`src/hdl/ptal_pkg.sv`:
```
// ptal_pkg: shared types, constants and functions of the pan/tilt aim limiter
package ptal_pkg;

    localparam int CORDIC_STEPS = 16;
    localparam int STEP_N       = (CORDIC_STEPS > 24) ? 24 : CORDIC_STEPS;
    localparam int STEP_W       = (STEP_N > 1) ? $clog2(STEP_N) : 1;

    localparam int CW    = 40;
    localparam int ACC_W = 24;

    localparam logic signed [33:0]      PIVOT_HEIGHT = 34'sd39322;
    localparam logic signed [ACC_W-1:0] HALF_PI_Q20  = 24'sd1647099;

    localparam logic [1:0] MODE_YAW_ADD   = 2'd0;
    localparam logic [1:0] MODE_PITCH_ADD = 2'd1;
    localparam logic [1:0] MODE_SET       = 2'd2;
    localparam logic [1:0] MODE_AIM       = 2'd3;

    localparam logic [2:0] REG_BASE_X      = 3'd0;
    localparam logic [2:0] REG_BASE_Y      = 3'd1;
    localparam logic [2:0] REG_BASE_Z      = 3'd2;
    localparam logic [2:0] REG_YAW_LOWER   = 3'd3;
    localparam logic [2:0] REG_YAW_UPPER   = 3'd4;
    localparam logic [2:0] REG_PITCH_LOWER = 3'd5;
    localparam logic [2:0] REG_PITCH_UPPER = 3'd6;

    localparam logic signed [15:0] YAW_LOWER_RST   = -16'sd8579;
    localparam logic signed [15:0] YAW_UPPER_RST   = 16'sd8579;
    localparam logic signed [15:0] PITCH_LOWER_RST = -16'sd4289;
    localparam logic signed [15:0] PITCH_UPPER_RST = 16'sd4289;

    typedef struct packed {
        logic signed [31:0] base_x;
        logic signed [31:0] base_y;
        logic signed [31:0] base_z;
        logic signed [15:0] yaw_lower;
        logic signed [15:0] yaw_upper;
        logic signed [15:0] pitch_lower;
        logic signed [15:0] pitch_upper;
    } cfg_t;

    typedef struct packed {
        logic                 start;
        logic signed [CW-1:0] x;
        logic signed [CW-1:0] y;
    } cordic_req_t;

    typedef struct packed {
        logic                    done;
        logic signed [ACC_W-1:0] angle;
        logic signed [CW-1:0]    mag;
    } cordic_rsp_t;

    // cordic gain in q.24, evaluated at elaboration
    function automatic logic [63:0] gain_q24_calc();
        logic [63:0] k2;
        logic [63:0] n;
        logic [63:0] r;
        logic [63:0] b;
        k2 = 64'd1 << 48;
        for (int i = 0; i < STEP_N; i++) begin
            k2 = k2 + (k2 >> (2 * i));
        end
        n = k2;
        r = 64'd0;
        b = 64'd1 << 62;
        for (int j = 0; j < 32; j++) begin
            if (n >= r + b) begin
                n = n - (r + b);
                r = (r >> 1) + b;
            end
            else begin
                r = r >> 1;
            end
            b = b >> 2;
        end
        return r;
    endfunction

    localparam logic signed [25:0] GAIN_Q24 = 26'(gain_q24_calc());

    function automatic logic signed [ACC_W-1:0] atan_q20(input logic [4:0] idx);
        logic signed [ACC_W-1:0] v;
        case (idx)
            5'd0:    v = 24'sd823550;
            5'd1:    v = 24'sd486170;
            5'd2:    v = 24'sd256879;
            5'd3:    v = 24'sd130396;
            5'd4:    v = 24'sd65451;
            5'd5:    v = 24'sd32757;
            5'd6:    v = 24'sd16383;
            5'd7:    v = 24'sd8192;
            5'd8:    v = 24'sd4096;
            5'd9:    v = 24'sd2048;
            5'd10:   v = 24'sd1024;
            5'd11:   v = 24'sd512;
            5'd12:   v = 24'sd256;
            5'd13:   v = 24'sd128;
            5'd14:   v = 24'sd64;
            5'd15:   v = 24'sd32;
            5'd16:   v = 24'sd16;
            5'd17:   v = 24'sd8;
            5'd18:   v = 24'sd4;
            5'd19:   v = 24'sd2;
            5'd20:   v = 24'sd1;
            default: v = 24'sd0;
        endcase
        return v;
    endfunction

    // q.20 to q.13 with halves rounded up
    function automatic logic signed [16:0] to_q13(input logic signed [ACC_W-1:0] a);
        logic signed [ACC_W:0] t;
        t = {a[ACC_W-1], a} + 25'sd64;
        return t[ACC_W-1:7];
    endfunction

    // lower test first, upper test second
    function automatic logic signed [15:0] clamp_lim(input logic signed [16:0] v,
                                                     input logic signed [15:0] lo,
                                                     input logic signed [15:0] hi);
        logic signed [16:0] r;
        r = v;
        if (r < $signed({lo[15], lo})) begin
            r = $signed({lo[15], lo});
        end
        if (r > $signed({hi[15], hi})) begin
            r = $signed({hi[15], hi});
        end
        return r[15:0];
    endfunction

endpackage

```
`src/hdl/ptal_if.sv`:
```
// ptal_if: command and result channel interfaces
interface ptal_cmd_if;
    logic               valid;
    logic               ready;
    logic [1:0]         mode;
    logic signed [15:0] yaw_value;
    logic signed [15:0] pitch_value;
    logic signed [31:0] target_x;
    logic signed [31:0] target_y;
    logic signed [31:0] target_z;

    modport source (
        output valid, mode, yaw_value, pitch_value, target_x, target_y, target_z,
        input  ready
    );
    modport sink (
        input  valid, mode, yaw_value, pitch_value, target_x, target_y, target_z,
        output ready
    );
endinterface

interface ptal_res_if;
    logic               valid;
    logic               ready;
    logic signed [15:0] yaw_angle;
    logic signed [15:0] pitch_angle;

    modport source (
        output valid, yaw_angle, pitch_angle,
        input  ready
    );
    modport sink (
        input  valid, yaw_angle, pitch_angle,
        output ready
    );
endinterface

```
`src/hdl/ptal_regs.sv`:
```
// ptal_regs: apb configuration registers for base position and angle limits
module ptal_regs (
    input  logic          clk,
    input  logic          rst_n,
    input  logic          psel,
    input  logic          penable,
    input  logic          pwrite,
    input  logic [4:0]    paddr,
    input  logic [31:0]   pwdata,
    output logic [31:0]   prdata,
    output logic          pready,
    output ptal_pkg::cfg_t cfg
);
    import ptal_pkg::*;

    cfg_t       cfg_reg;
    logic [2:0] idx;
    logic       wr_en;

    assign idx    = paddr[4:2];
    assign wr_en  = psel && penable && pwrite;
    assign pready = 1'b1;
    assign cfg    = cfg_reg;

    always_ff @(posedge clk or negedge rst_n) begin
        if (!rst_n) begin
            cfg_reg.base_x      <= '0;
            cfg_reg.base_y      <= '0;
            cfg_reg.base_z      <= '0;
            cfg_reg.yaw_lower   <= YAW_LOWER_RST;
            cfg_reg.yaw_upper   <= YAW_UPPER_RST;
            cfg_reg.pitch_lower <= PITCH_LOWER_RST;
            cfg_reg.pitch_upper <= PITCH_UPPER_RST;
        end
        else if (wr_en) begin
            case (idx)
                REG_BASE_X:      cfg_reg.base_x      <= pwdata;
                REG_BASE_Y:      cfg_reg.base_y      <= pwdata;
                REG_BASE_Z:      cfg_reg.base_z      <= pwdata;
                REG_YAW_LOWER:   cfg_reg.yaw_lower   <= pwdata[15:0];
                REG_YAW_UPPER:   cfg_reg.yaw_upper   <= pwdata[15:0];
                REG_PITCH_LOWER: cfg_reg.pitch_lower <= pwdata[15:0];
                REG_PITCH_UPPER: cfg_reg.pitch_upper <= pwdata[15:0];
                default: ;
            endcase
        end
    end

    always_comb begin
        case (idx)
            REG_BASE_X:      prdata = cfg_reg.base_x;
            REG_BASE_Y:      prdata = cfg_reg.base_y;
            REG_BASE_Z:      prdata = cfg_reg.base_z;
            REG_YAW_LOWER:   prdata = {{16{cfg_reg.yaw_lower[15]}}, cfg_reg.yaw_lower};
            REG_YAW_UPPER:   prdata = {{16{cfg_reg.yaw_upper[15]}}, cfg_reg.yaw_upper};
            REG_PITCH_LOWER: prdata = {{16{cfg_reg.pitch_lower[15]}}, cfg_reg.pitch_lower};
            REG_PITCH_UPPER: prdata = {{16{cfg_reg.pitch_upper[15]}}, cfg_reg.pitch_upper};
            default:         prdata = '0;
        endcase
    end

endmodule

```
`src/hdl/ptal_cordic.sv`:
```
// ptal_cordic: iterative cordic vectoring unit, one micro-rotation per cycle
module ptal_cordic (
    input  logic                  clk,
    input  logic                  rst_n,
    input  ptal_pkg::cordic_req_t req,
    output ptal_pkg::cordic_rsp_t rsp
);
    import ptal_pkg::*;

    typedef enum logic {
        C_IDLE,
        C_RUN
    } cstate_t;

    cstate_t                 state_reg, state_next;
    logic [STEP_W-1:0]       cnt_reg, cnt_next;
    logic signed [CW-1:0]    x_reg, x_next;
    logic signed [CW-1:0]    y_reg, y_next;
    logic signed [ACC_W-1:0] acc_reg, acc_next;
    logic                    done_reg, done_next;
    logic signed [CW-1:0]    xs;
    logic signed [CW-1:0]    ys;
    logic signed [ACC_W-1:0] step_atan;
    logic                    y_pos;

    assign xs        = x_reg >>> cnt_reg;
    assign ys        = y_reg >>> cnt_reg;
    assign step_atan = atan_q20(5'(cnt_reg));
    assign y_pos     = !y_reg[CW-1] && (y_reg != '0);

    assign rsp.done  = done_reg;
    assign rsp.angle = acc_reg;
    assign rsp.mag   = x_reg;

    always_comb begin
        state_next = state_reg;
        cnt_next   = cnt_reg;
        x_next     = x_reg;
        y_next     = y_reg;
        acc_next   = acc_reg;
        done_next  = 1'b0;
        case (state_reg)
            C_IDLE: begin
                if (req.start) begin
                    cnt_next = '0;
                    if (req.x == '0 && req.y == '0) begin
                        x_next    = '0;
                        y_next    = '0;
                        acc_next  = '0;
                        done_next = 1'b1;
                    end
                    else begin
                        state_next = C_RUN;
                        if (req.x[CW-1]) begin
                            if (!req.y[CW-1] && req.y != '0) begin
                                x_next   = req.y;
                                y_next   = -req.x;
                                acc_next = HALF_PI_Q20;
                            end
                            else begin
                                x_next   = -req.y;
                                y_next   = req.x;
                                acc_next = -HALF_PI_Q20;
                            end
                        end
                        else begin
                            x_next   = req.x;
                            y_next   = req.y;
                            acc_next = '0;
                        end
                    end
                end
            end
            C_RUN: begin
                if (y_pos) begin
                    x_next   = x_reg + ys;
                    y_next   = y_reg - xs;
                    acc_next = acc_reg + step_atan;
                end
                else begin
                    x_next   = x_reg - ys;
                    y_next   = y_reg + xs;
                    acc_next = acc_reg - step_atan;
                end
                cnt_next = cnt_reg + 1'b1;
                if (cnt_reg == STEP_W'(STEP_N - 1)) begin
                    state_next = C_IDLE;
                    done_next  = 1'b1;
                end
            end
            default: begin
                state_next = C_IDLE;
            end
        endcase
    end

    always_ff @(posedge clk or negedge rst_n) begin
        if (!rst_n) begin
            state_reg <= C_IDLE;
            cnt_reg   <= '0;
            x_reg     <= '0;
            y_reg     <= '0;
            acc_reg   <= '0;
            done_reg  <= 1'b0;
        end
        else begin
            state_reg <= state_next;
            cnt_reg   <= cnt_next;
            x_reg     <= x_next;
            y_reg     <= y_next;
            acc_reg   <= acc_next;
            done_reg  <= done_next;
        end
    end

endmodule

```
`src/hdl/ptal_seq.sv`:
```
// ptal_seq: command sequencer, gain multiply, angle state and result register
module ptal_seq (
    input  logic                  clk,
    input  logic                  rst_n,
    ptal_cmd_if.sink              cmd,
    ptal_res_if.source            res,
    input  ptal_pkg::cfg_t        cfg,
    output ptal_pkg::cordic_req_t creq,
    input  ptal_pkg::cordic_rsp_t crsp
);
    import ptal_pkg::*;

    typedef enum logic [3:0] {
        S_IDLE,
        S_DIFF,
        S_MUL_LO,
        S_MUL_HI,
        S_YAW_GO,
        S_YAW_RUN,
        S_PITCH_GO,
        S_PITCH_RUN,
        S_DONE
    } state_t;

    state_t             state_reg, state_next;
    logic signed [32:0] dx_reg, dx_next;
    logic signed [32:0] dy_reg, dy_next;
    logic signed [33:0] dz_reg, dz_next;
    logic signed [59:0] prod_reg, prod_next;
    logic signed [16:0] yaw_raw_reg, yaw_raw_next;
    logic signed [16:0] pitch_raw_reg, pitch_raw_next;
    logic               upd_yaw_reg, upd_yaw_next;
    logic               upd_pitch_reg, upd_pitch_next;
    logic signed [15:0] yaw_now_reg, yaw_now_next;
    logic signed [15:0] pitch_now_reg, pitch_now_next;
    logic               res_valid_reg, res_valid_next;
    logic signed [15:0] res_yaw_reg, res_yaw_next;
    logic signed [15:0] res_pitch_reg, res_pitch_next;

    logic signed [17:0] mul_a;
    logic signed [43:0] mul_p;
    logic signed [59:0] mul_ext;
    logic signed [15:0] yaw_fin;
    logic signed [15:0] pitch_fin;
    logic               out_free;

    assign cmd.ready       = (state_reg == S_IDLE);
    assign res.valid       = res_valid_reg;
    assign res.yaw_angle   = res_yaw_reg;
    assign res.pitch_angle = res_pitch_reg;

    assign out_free = !res_valid_reg || res.ready;

    // dz times gain as two 17-bit partial products
    always_comb begin
        if (state_reg == S_MUL_HI) begin
            mul_a = $signed({dz_reg[33], dz_reg[33:17]});
        end
        else begin
            mul_a = $signed({1'b0, dz_reg[16:0]});
        end
    end
    assign mul_p   = mul_a * GAIN_Q24;
    assign mul_ext = {{16{mul_p[43]}}, mul_p};

    assign yaw_fin   = upd_yaw_reg ? clamp_lim(yaw_raw_reg, cfg.yaw_lower, cfg.yaw_upper)
                                   : yaw_now_reg;
    assign pitch_fin = upd_pitch_reg ? clamp_lim(pitch_raw_reg, cfg.pitch_lower,
                                                 cfg.pitch_upper)
                                     : pitch_now_reg;

    always_comb begin
        creq.start = 1'b0;
        creq.x     = '0;
        creq.y     = '0;
        case (state_reg)
            S_YAW_GO: begin
                creq.start = 1'b1;
                creq.x     = {{(CW-33){dy_reg[32]}}, dy_reg};
                creq.y     = -{{(CW-33){dx_reg[32]}}, dx_reg};
            end
            S_PITCH_GO: begin
                creq.start = 1'b1;
                creq.x     = crsp.mag;
                creq.y     = {{(CW-36){prod_reg[59]}}, prod_reg[59:24]};
            end
            default: ;
        endcase
    end

    always_comb begin
        state_next     = state_reg;
        dx_next        = dx_reg;
        dy_next        = dy_reg;
        dz_next        = dz_reg;
        prod_next      = prod_reg;
        yaw_raw_next   = yaw_raw_reg;
        pitch_raw_next = pitch_raw_reg;
        upd_yaw_next   = upd_yaw_reg;
        upd_pitch_next = upd_pitch_reg;
        yaw_now_next   = yaw_now_reg;
        pitch_now_next = pitch_now_reg;
        res_valid_next = res_valid_reg;
        res_yaw_next   = res_yaw_reg;
        res_pitch_next = res_pitch_reg;

        if (res_valid_reg && res.ready) begin
            res_valid_next = 1'b0;
        end

        case (state_reg)
            S_IDLE: begin
                if (cmd.valid) begin
                    upd_yaw_next   = 1'b0;
                    upd_pitch_next = 1'b0;
                    case (cmd.mode)
                        MODE_YAW_ADD: begin
                            upd_yaw_next = 1'b1;
                            yaw_raw_next = $signed({yaw_now_reg[15], yaw_now_reg})
                                         + $signed({cmd.yaw_value[15], cmd.yaw_value});
                            state_next   = S_DONE;
                        end
                        MODE_PITCH_ADD: begin
                            upd_pitch_next = 1'b1;
                            pitch_raw_next = $signed({pitch_now_reg[15], pitch_now_reg})
                                           + $signed({cmd.pitch_value[15], cmd.pitch_value});
                            state_next     = S_DONE;
                        end
                        MODE_SET: begin
                            upd_yaw_next   = 1'b1;
                            upd_pitch_next = 1'b1;
                            yaw_raw_next   = $signed({cmd.yaw_value[15], cmd.yaw_value});
                            pitch_raw_next = $signed({cmd.pitch_value[15], cmd.pitch_value});
                            state_next     = S_DONE;
                        end
                        MODE_AIM: begin
                            upd_yaw_next   = 1'b1;
                            upd_pitch_next = 1'b1;
                            dx_next = $signed({cmd.target_x[31], cmd.target_x})
                                    - $signed({cfg.base_x[31], cfg.base_x});
                            dy_next = $signed({cmd.target_y[31], cmd.target_y})
                                    - $signed({cfg.base_y[31], cfg.base_y});
                            dz_next = $signed({{2{cmd.target_z[31]}}, cmd.target_z})
                                    - $signed({{2{cfg.base_z[31]}}, cfg.base_z});
                            state_next = S_DIFF;
                        end
                        default: ;
                    endcase
                end
            end
            S_DIFF: begin
                dz_next    = dz_reg - PIVOT_HEIGHT;
                state_next = S_MUL_LO;
            end
            S_MUL_LO: begin
                prod_next  = mul_ext;
                state_next = S_MUL_HI;
            end
            S_MUL_HI: begin
                prod_next  = prod_reg + (mul_ext <<< 17);
                state_next = S_YAW_GO;
            end
            S_YAW_GO: begin
                state_next = S_YAW_RUN;
            end
            S_YAW_RUN: begin
                if (crsp.done) begin
                    yaw_raw_next = to_q13(crsp.angle);
                    state_next   = S_PITCH_GO;
                end
            end
            S_PITCH_GO: begin
                state_next = S_PITCH_RUN;
            end
            S_PITCH_RUN: begin
                if (crsp.done) begin
                    pitch_raw_next = to_q13(crsp.angle);
                    state_next     = S_DONE;
                end
            end
            S_DONE: begin
                if (out_free) begin
                    yaw_now_next   = yaw_fin;
                    pitch_now_next = pitch_fin;
                    res_yaw_next   = yaw_fin;
                    res_pitch_next = pitch_fin;
                    res_valid_next = 1'b1;
                    state_next     = S_IDLE;
                end
            end
            default: begin
                state_next = S_IDLE;
            end
        endcase
    end

    always_ff @(posedge clk or negedge rst_n) begin
        if (!rst_n) begin
            state_reg     <= S_IDLE;
            dx_reg        <= '0;
            dy_reg        <= '0;
            dz_reg        <= '0;
            prod_reg      <= '0;
            yaw_raw_reg   <= '0;
            pitch_raw_reg <= '0;
            upd_yaw_reg   <= 1'b0;
            upd_pitch_reg <= 1'b0;
            yaw_now_reg   <= '0;
            pitch_now_reg <= '0;
            res_valid_reg <= 1'b0;
            res_yaw_reg   <= '0;
            res_pitch_reg <= '0;
        end
        else begin
            state_reg     <= state_next;
            dx_reg        <= dx_next;
            dy_reg        <= dy_next;
            dz_reg        <= dz_next;
            prod_reg      <= prod_next;
            yaw_raw_reg   <= yaw_raw_next;
            pitch_raw_reg <= pitch_raw_next;
            upd_yaw_reg   <= upd_yaw_next;
            upd_pitch_reg <= upd_pitch_next;
            yaw_now_reg   <= yaw_now_next;
            pitch_now_reg <= pitch_now_next;
            res_valid_reg <= res_valid_next;
            res_yaw_reg   <= res_yaw_next;
            res_pitch_reg <= res_pitch_next;
        end
    end

endmodule

```
`src/hdl/pan_tilt_aim_limiter.sv`:
```
// pan_tilt_aim_limiter: pan/tilt angle keeper with target aiming and limit clamping
// delta and set requests: go straight to the done state, which loads the result once the output is free
// aim requests: pivot offset, two multiply halves, then two sequential passes through
//   the one cordic unit, one micro-rotation per cycle, fewer on a zero vector, then done
// one request in flight; the next can be taken in the cycle the result is first shown
// reset: rst_n clears angles to zero, base to zero and limits to +-60 / +-30 degrees
module pan_tilt_aim_limiter (
    input  logic        clk,
    input  logic        rst_n,
    ptal_cmd_if.sink    cmd,
    ptal_res_if.source  res,
    input  logic        psel,
    input  logic        penable,
    input  logic        pwrite,
    input  logic [4:0]  paddr,
    input  logic [31:0] pwdata,
    output logic [31:0] prdata,
    output logic        pready
);
    import ptal_pkg::*;

    cfg_t        cfg;
    cordic_req_t creq;
    cordic_rsp_t crsp;

    ptal_regs u_regs (
        .clk     (clk),
        .rst_n   (rst_n),
        .psel    (psel),
        .penable (penable),
        .pwrite  (pwrite),
        .paddr   (paddr),
        .pwdata  (pwdata),
        .prdata  (prdata),
        .pready  (pready),
        .cfg     (cfg)
    );

    ptal_cordic u_cordic (
        .clk   (clk),
        .rst_n (rst_n),
        .req   (creq),
        .rsp   (crsp)
    );

    ptal_seq u_seq (
        .clk   (clk),
        .rst_n (rst_n),
        .cmd   (cmd),
        .res   (res),
        .cfg   (cfg),
        .creq  (creq),
        .crsp  (crsp)
    );

endmodule

```
`src/flat_wrapper.sv`:
```
// flat-port wrapper written by rule: the top's interface ports become plain ports
module pan_tilt_aim_limiter_flat import ptal_pkg::*;
  (clk, rst_n, psel, penable, pwrite, paddr, pwdata, prdata, pready, cmd_valid, cmd_mode, cmd_yaw_value, cmd_pitch_value, cmd_target_x, cmd_target_y, cmd_target_z, cmd_ready, res_valid, res_yaw_angle, res_pitch_angle, res_ready);
  ptal_cmd_if cmd_i ();
  ptal_res_if res_i ();
  input  logic clk;
  input  logic rst_n;
  input  logic psel;
  input  logic penable;
  input  logic pwrite;
  input  logic [4:0] paddr;
  input  logic [31:0] pwdata;
  output logic [31:0] prdata;
  output logic pready;
  input wire logic [$bits(cmd_i.valid)-1:0] cmd_valid;
  input wire logic [$bits(cmd_i.mode)-1:0] cmd_mode;
  input wire logic [$bits(cmd_i.yaw_value)-1:0] cmd_yaw_value;
  input wire logic [$bits(cmd_i.pitch_value)-1:0] cmd_pitch_value;
  input wire logic [$bits(cmd_i.target_x)-1:0] cmd_target_x;
  input wire logic [$bits(cmd_i.target_y)-1:0] cmd_target_y;
  input wire logic [$bits(cmd_i.target_z)-1:0] cmd_target_z;
  output wire logic [$bits(cmd_i.ready)-1:0] cmd_ready;
  output wire logic [$bits(res_i.valid)-1:0] res_valid;
  output wire logic [$bits(res_i.yaw_angle)-1:0] res_yaw_angle;
  output wire logic [$bits(res_i.pitch_angle)-1:0] res_pitch_angle;
  input wire logic [$bits(res_i.ready)-1:0] res_ready;
  assign cmd_i.valid = cmd_valid;
  assign cmd_i.mode = cmd_mode;
  assign cmd_i.yaw_value = cmd_yaw_value;
  assign cmd_i.pitch_value = cmd_pitch_value;
  assign cmd_i.target_x = cmd_target_x;
  assign cmd_i.target_y = cmd_target_y;
  assign cmd_i.target_z = cmd_target_z;
  assign cmd_ready = cmd_i.ready;
  assign res_valid = res_i.valid;
  assign res_yaw_angle = res_i.yaw_angle;
  assign res_pitch_angle = res_i.pitch_angle;
  assign res_i.ready = res_ready;
  pan_tilt_aim_limiter u_core (.clk(clk), .rst_n(rst_n), .cmd(cmd_i), .res(res_i), .psel(psel), .penable(penable), .pwrite(pwrite), .paddr(paddr), .pwdata(pwdata), .prdata(prdata), .pready(pready));
endmodule
```
`config.mk`:
```
export PLATFORM = sky130hd
export DESIGN_NAME = pan_tilt_aim_limiter_flat
export DESIGN_NICKNAME = d
export VERILOG_FILES = /design/src/hdl/ptal_pkg.sv /design/src/hdl/ptal_if.sv /design/src/hdl/ptal_regs.sv /design/src/hdl/ptal_cordic.sv /design/src/hdl/ptal_seq.sv /design/src/hdl/pan_tilt_aim_limiter.sv /design/src/flat_wrapper.sv
export SDC_FILE = /design/constraint.sdc
export NUM_CORES = 2
export LEC_CHECK = 0
export ABC_AREA = 0
export BUFFER_PORTS_ARGS = -buffer_cell sky130_fd_sc_hd__buf_2
export CORE_ASPECT_RATIO = 1.2
export CORE_MARGIN = 1
export CORE_UTILIZATION = 60
export DETAILED_ROUTE_END_ITERATION = 8
export PLACE_DENSITY = 0.75
export SLEW_MARGIN = 10
export SYNTH_ARGS = -nofsm -noshare
export SYNTH_HDL_FRONTEND = slang
export SYNTH_SLANG_ARGS = --single-unit
```
`constraint.sdc`:
```
create_clock -name clk -period 17 [get_ports clk]
set_input_delay 3.4 -clock clk [delete_from_list [all_inputs] [get_ports clk]]
set_output_delay 3.4 -clock clk [all_outputs]
set_load 0.01 [all_outputs]
```
# After elaboration in Yosys (flattened, before gate mapping)
# Memory sizes are Yosys's and may differ from the RTL's.
# Cells that the tools add are included.
# word_totals
mem_count	1
wordCells	176
rom_bits	320
regBits	503
input_bits	174
# memory_table
name	depth	word_bits	read_ports	rd_ports_with_merged_regs	write_ports	line_no	text
(name not given)	16	20	1	0	0	ptal_pkg.sv:84	case (idx)
# op_classes
n_mul	1
magnitude_cmp	4
addsub	18
mux	59
bitwise	1
reduce_logical	39
eq_ne	26
n_shift	2
# op_table
op	count
$mux W40	10
$pmux W32 S7	1
$pmux W81 S2	1
$pmux W40 S2	2
$pmux W17 S2	4
$mux W24	5
$neg A40 Y40	3
$pmux W60 S2	1
$sub A32 B32 Y33	3
$mux W17	5
$add A40 B40 Y40	2
$logic_not A40 Y1	2
$reduce_bool A40 Y1	2
$sshr A40 B4 Y40	2
$sub A40 B40 Y40	2
$mux W34	2
$pmux W34 S2	1
$mux W16	4
$add A60 B60 Y60	1
$pmux W24 S2	1
$mul A18 B24 Y42 const B	1
$pmux W4 S9	1
$add A16 B16 Y17	2
$gt A17 B16 Y1	2
35 further kinds	90

# Depth between registers and ports, before layout
# logic_depth
ltp_word	9
ltp_mapped	44
mapped_depth_nobuf	37

# Hierarchy
# A second synthesis with hierarchy kept.
# unflattened
cells_unflattened	6664
area_unflattened_um2	55751.0
# modules_own_cells
mod	seq_area_each_um2	n_inst	area_each_um2	cells_per_inst
ptal_seq	5355.1	1	28937.8	3702
ptal_cordic	2752.6	1	19107.1	2407
ptal_regs	4046.4	1	7706.1	555

# Least setup slack after synthesis
# Ideal clock, no wire load.
# synth_timing
path_type	register -> register
from	register u_core.u_seq.state_reg[1]
to	register u_core.u_seq.prod_reg[58]
t_required_ns	16.909
t_arrival_ns	10.188
slack_ns	6.722
stages_incl_launch_ff	41
path_cell_list	dfrtp_1 buf_1 clkbuf_1 buf_1 buf_1 clkbuf_1 and3_1 clkbuf_1 clkbuf_1 buf_1 o21ai_0 ha_1 ha_1 inv_1 fa_1 fa_1 inv_1 fa_1 (+5 left out) nand3_1 a31oi_1 o21ai_0 a21o_1 a21oi_1 xnor2_1 ha_1 a21oi_1 and3_1 a221o_1 a31oi_1 o21ai_0 or4b_2 a31oi_1 a31o_2 and4b_1 a31oi_1 o221ai_1
# synth_via
elab_chain_len	5
elab_cells_between_ends	7
classes_between	add/sub (1); mul (1); eq/ne (2); mux (2); reduce/logical (1)
# synth_lines
element	line_no	text
from (decl)	ptal_seq.sv:25	state_t state_reg, state_next;
from (signal assigned)	ptal_seq.sv:215	state_reg <= state_next;
$eq A4 B2 Y1	ptal_seq.sv:56, ptal_seq.sv:111	
$mux W18	ptal_seq.sv:56	if (state_reg == S_MUL_HI) begin
$mul A18 B24 Y42	ptal_seq.sv:63	assign mul_p = mul_a * GAIN_Q24;
$add A60 B60 Y60	ptal_seq.sv:160	prod_next = prod_reg + (mul_ext <<< 17);
$pmux W60 S2	ptal_seq.sv:111	case (state_reg)
to (signal assigned)	ptal_seq.sv:219	prod_reg <= prod_next;
to (decl)	ptal_seq.sv:29	logic signed [59:0] prod_reg, prod_next;
# Several ways; a longest one is shown, not always the timed one.
# A chain may end at the register's enable or synchronous reset.

# Final worst setup path
# layout_timing
from	register u_core.u_seq.state_reg[3]
to	register u_core.u_seq.prod_reg[58]
# The elaborated chain is that of the path after synthesis.

==> flow_summary.yaml <==
status:
  status: "finished clean"
clocking:
  root_buffer: "clkbuf_16"
  post_cts_buffers: 0
  hold_buffers: 0
  cts_sinks: 484
  htreeDepth: 2
  cts_buffers: 55
  cts_buffer_depth: 3
  cts_tree: "yes"
  cts_resized: 0
  clk_pin_slew_ns: 0.07
  clock_latency_ns: 0.70
worst_setup_path:
  cp-startpoint: "u_core.u_seq.state_reg[3]$_DFFE_PN0P_"
  end_kind: "register"
  start_kind: "register"
  r2r_start: "u_core.u_seq.state_reg[3]$_DFFE_PN0P_"
  critPathKind: "register to register"
  crit_path_frequent_cell: "inv_1"
  slowest_delay_ns: 0.73
  worstPathArrival_ns: 10.93
  slowest_stage: "dfrtp_1"
  required_ns: 17.58
  path_max_fanout: 43
synthesis:
  async_reset_ff_share_pct: 100.0
  yosys.area.top_type_share_pct: 20.90
  yosys-top-cells-count: "785 x nand2_1, 611 x o21ai_0, 537 x ha_1, 502 x inv_1, 465 x a21oi_1"
  yosys-top-cells-area: "dfrtp_1 21%, ha_1 12%, o21ai_0 5.7%, nand2_1 5.5%, mux4_2 4.6%"
  ys_warn_count: 0
  syn-num-nets: 7396
  synth_top_area_cell: "dfrtp_1"
  synthFlopType: "dfrtp_1"
  ys_ff_latch: 484
  netlist_area_um2: 53880
  synthDistinctLibCells: 111
  synth_seq_area_share_pct: 22.56
  synth_edf_count: 0
  syn_area_per_cell_um2: 8.198
  netlist_instances: 6573
  yosys.cell_count.top_type: "nand2_1"
placed_design:
  place_area_um2: 55800
  port_buffers: 237
  place_congestion: 1.010
  hpwl_mm: 149.5
flow_run:
  cap_violations: 0
sta:
  worst_slew_pin_slew_ns: 1.292
  finalMaxSlewViolations: 0
  setup_viol: 0
  fin_crit_sh_pct: 60.92
  tns_ns: 0
  hold_violations: 0
  rsz0062_at_grt: "no"
  relSlewSlack_pct: 12.78
  post-route-min-period_ns: 10.36
  clock_skew_ns: 0.06902
  fmax_ghz: 0.09656
global_route:
  grt_pass1_vias: 48250
  grt_overflow_total: 0
  antenna_found_initial: 6
  grt_util_all_layers_pct: 41.18
  grt_max_degree: 184
  grt_pass1_wl_mm: 285.8
drt:
  initialDrtViolationCount: 5727
  vias: 51390
  firstDrtPassIters: 6
  totalWireLength_mm: 191.4
  drc: 0
  avgViaCountPerCell: 6.576
  ant_nets: 0
  wl_per_cell_um: 24.49
worst_hold_path:
  min-delay-path-class: "register to register"
  worstHoldStart: "u_core.u_seq.prod_reg[19]$_DFFE_PN0P_"
die:
  dieArea_um2: 91010
  fp.dieW_um: 275.6
  die_h_um: 330.3
  fp.coreArea_um2: 89040
  placementRows: 120
  io_pins: 241
  initial_core_util_pct: 60.52
final_layout:
  drive_gt1_share_pct: 11.14
  final_area_um2: 57870
  fin_nets: 7428
  nFillCells: 7858
  areaGrowthSynthToFinish_pct: 7.405
  largest_reg_flops: 160
[cell families after synthesis]
kind of cell    synth area share (%)
compound gates                 22.75
xor+xnor                       6.534
fa+ha+maj                      16.63
buf+inv                        5.989
flops                          22.56
mux                            8.557
other cells                 0.006960
simple gates                   16.98
[worst paths after layout]
check | endpoint | slack (ns) | depth (start not counted)
setup / recovery | u_core.u_seq.prod_reg[58]$_DFFE_PN0P_ | 6.64 | 35
hold / removal | u_core.u_seq.prod_reg[19]$_DFFE_PN0P_ | 0.49 | 2
setup reg to reg | u_core.u_seq.prod_reg[58]$_DFFE_PN0P_ | 6.64 | 35
hold reg to reg | u_core.u_seq.prod_reg[19]$_DFFE_PN0P_ | 0.49 | 2
max in group asynchronous | u_core.u_seq.res.pitch_angle[2]$_DFFE_PN0P_ | 11.95 | 3
min in group asynchronous | u_core.u_cordic.acc_reg[6]$_DFFE_PN0P_ | 2.78 | 1
[metrics by stage]
stage          hold WS, ns  util [%]  cells  worst slack [ns]
6_report            0.4945     65.00   7815             6.644
5_1_grt             0.5289     64.99   7813             6.162
4_1_cts             0.4946     64.99   7811             6.753
3_5_place_dp        0.4820     62.67   7707             6.850
3_3_place_gp        0.4700     62.67   7707             6.926
2_1_floorplan       0.4425         -   6573             6.722
[worst max-delay path: cells and delay by family, from the launching register on]
family | cells | cell delay (ns)
xor+xnor | 1 | 0.19
buf+inv | 6 | 1.11
simple gates | 6 | 1.66
fa+ha+maj | 8 | 3.29
compound gates | 13 | 2.51
flops | 1 | 0.73
mux | 1 | 0.71
[per-layer routing]
metal | track usage, % | up-vias | wire length (um)
met5 | 0 | - | 31
met4 | 23.83 | 4 | 13050
met3 | 6.477 | 573 | 15830
met2 | 65.06 | 2474 | 86130
met1 | 53.41 | 24570 | 76330
li1 | - | 23770 | -
[layout by cell type (no fill, tap or decap), types with 55 or more instances in the layout]
master       n
o211ai_1    80
a22oi_1     56
a31oi_1     75
xor2_1     194
nor2_1     414
mux2_2      83
fa_1       112
clkbuf_16   55
and3_1      59
o21a_1      61
ha_1       537
a21oi_1    464
o21ai_0    611
dfrtp_1    444
a21o_1     128
mux4_2     109
nand2_1    784
nor3_1     106
a211oi_1    80
nand3_1    142
nor2b_1     58
o31ai_1     59
mux2i_1    121
xnor2_1    208
inv_1      501
nand2b_1    58
buf_2      236
buf_4       63
[layout make-up]
cell class / count / area [um^2] / area share, %
Antenna cell: 4 / 10.01 / 0.01730
Clock buffer: 76 / 1575 / 2.722
Inverter: 504 / 1892 / 3.269
Timing Repair Buffer: 301 / 1689 / 2.919
Tap cell: 1159 / 1450 / 2.506
Sequential cell: 484 / 12170 / 21.02
Clock inverter: 28 / 483.0 / 0.8345
Multi-Input combinational cell: 5259 / 38610 / 66.71
Power is left out: the tool's default activity adds up to more than one toggle a clock period on the data nets, which glitch-free logic cannot reach.
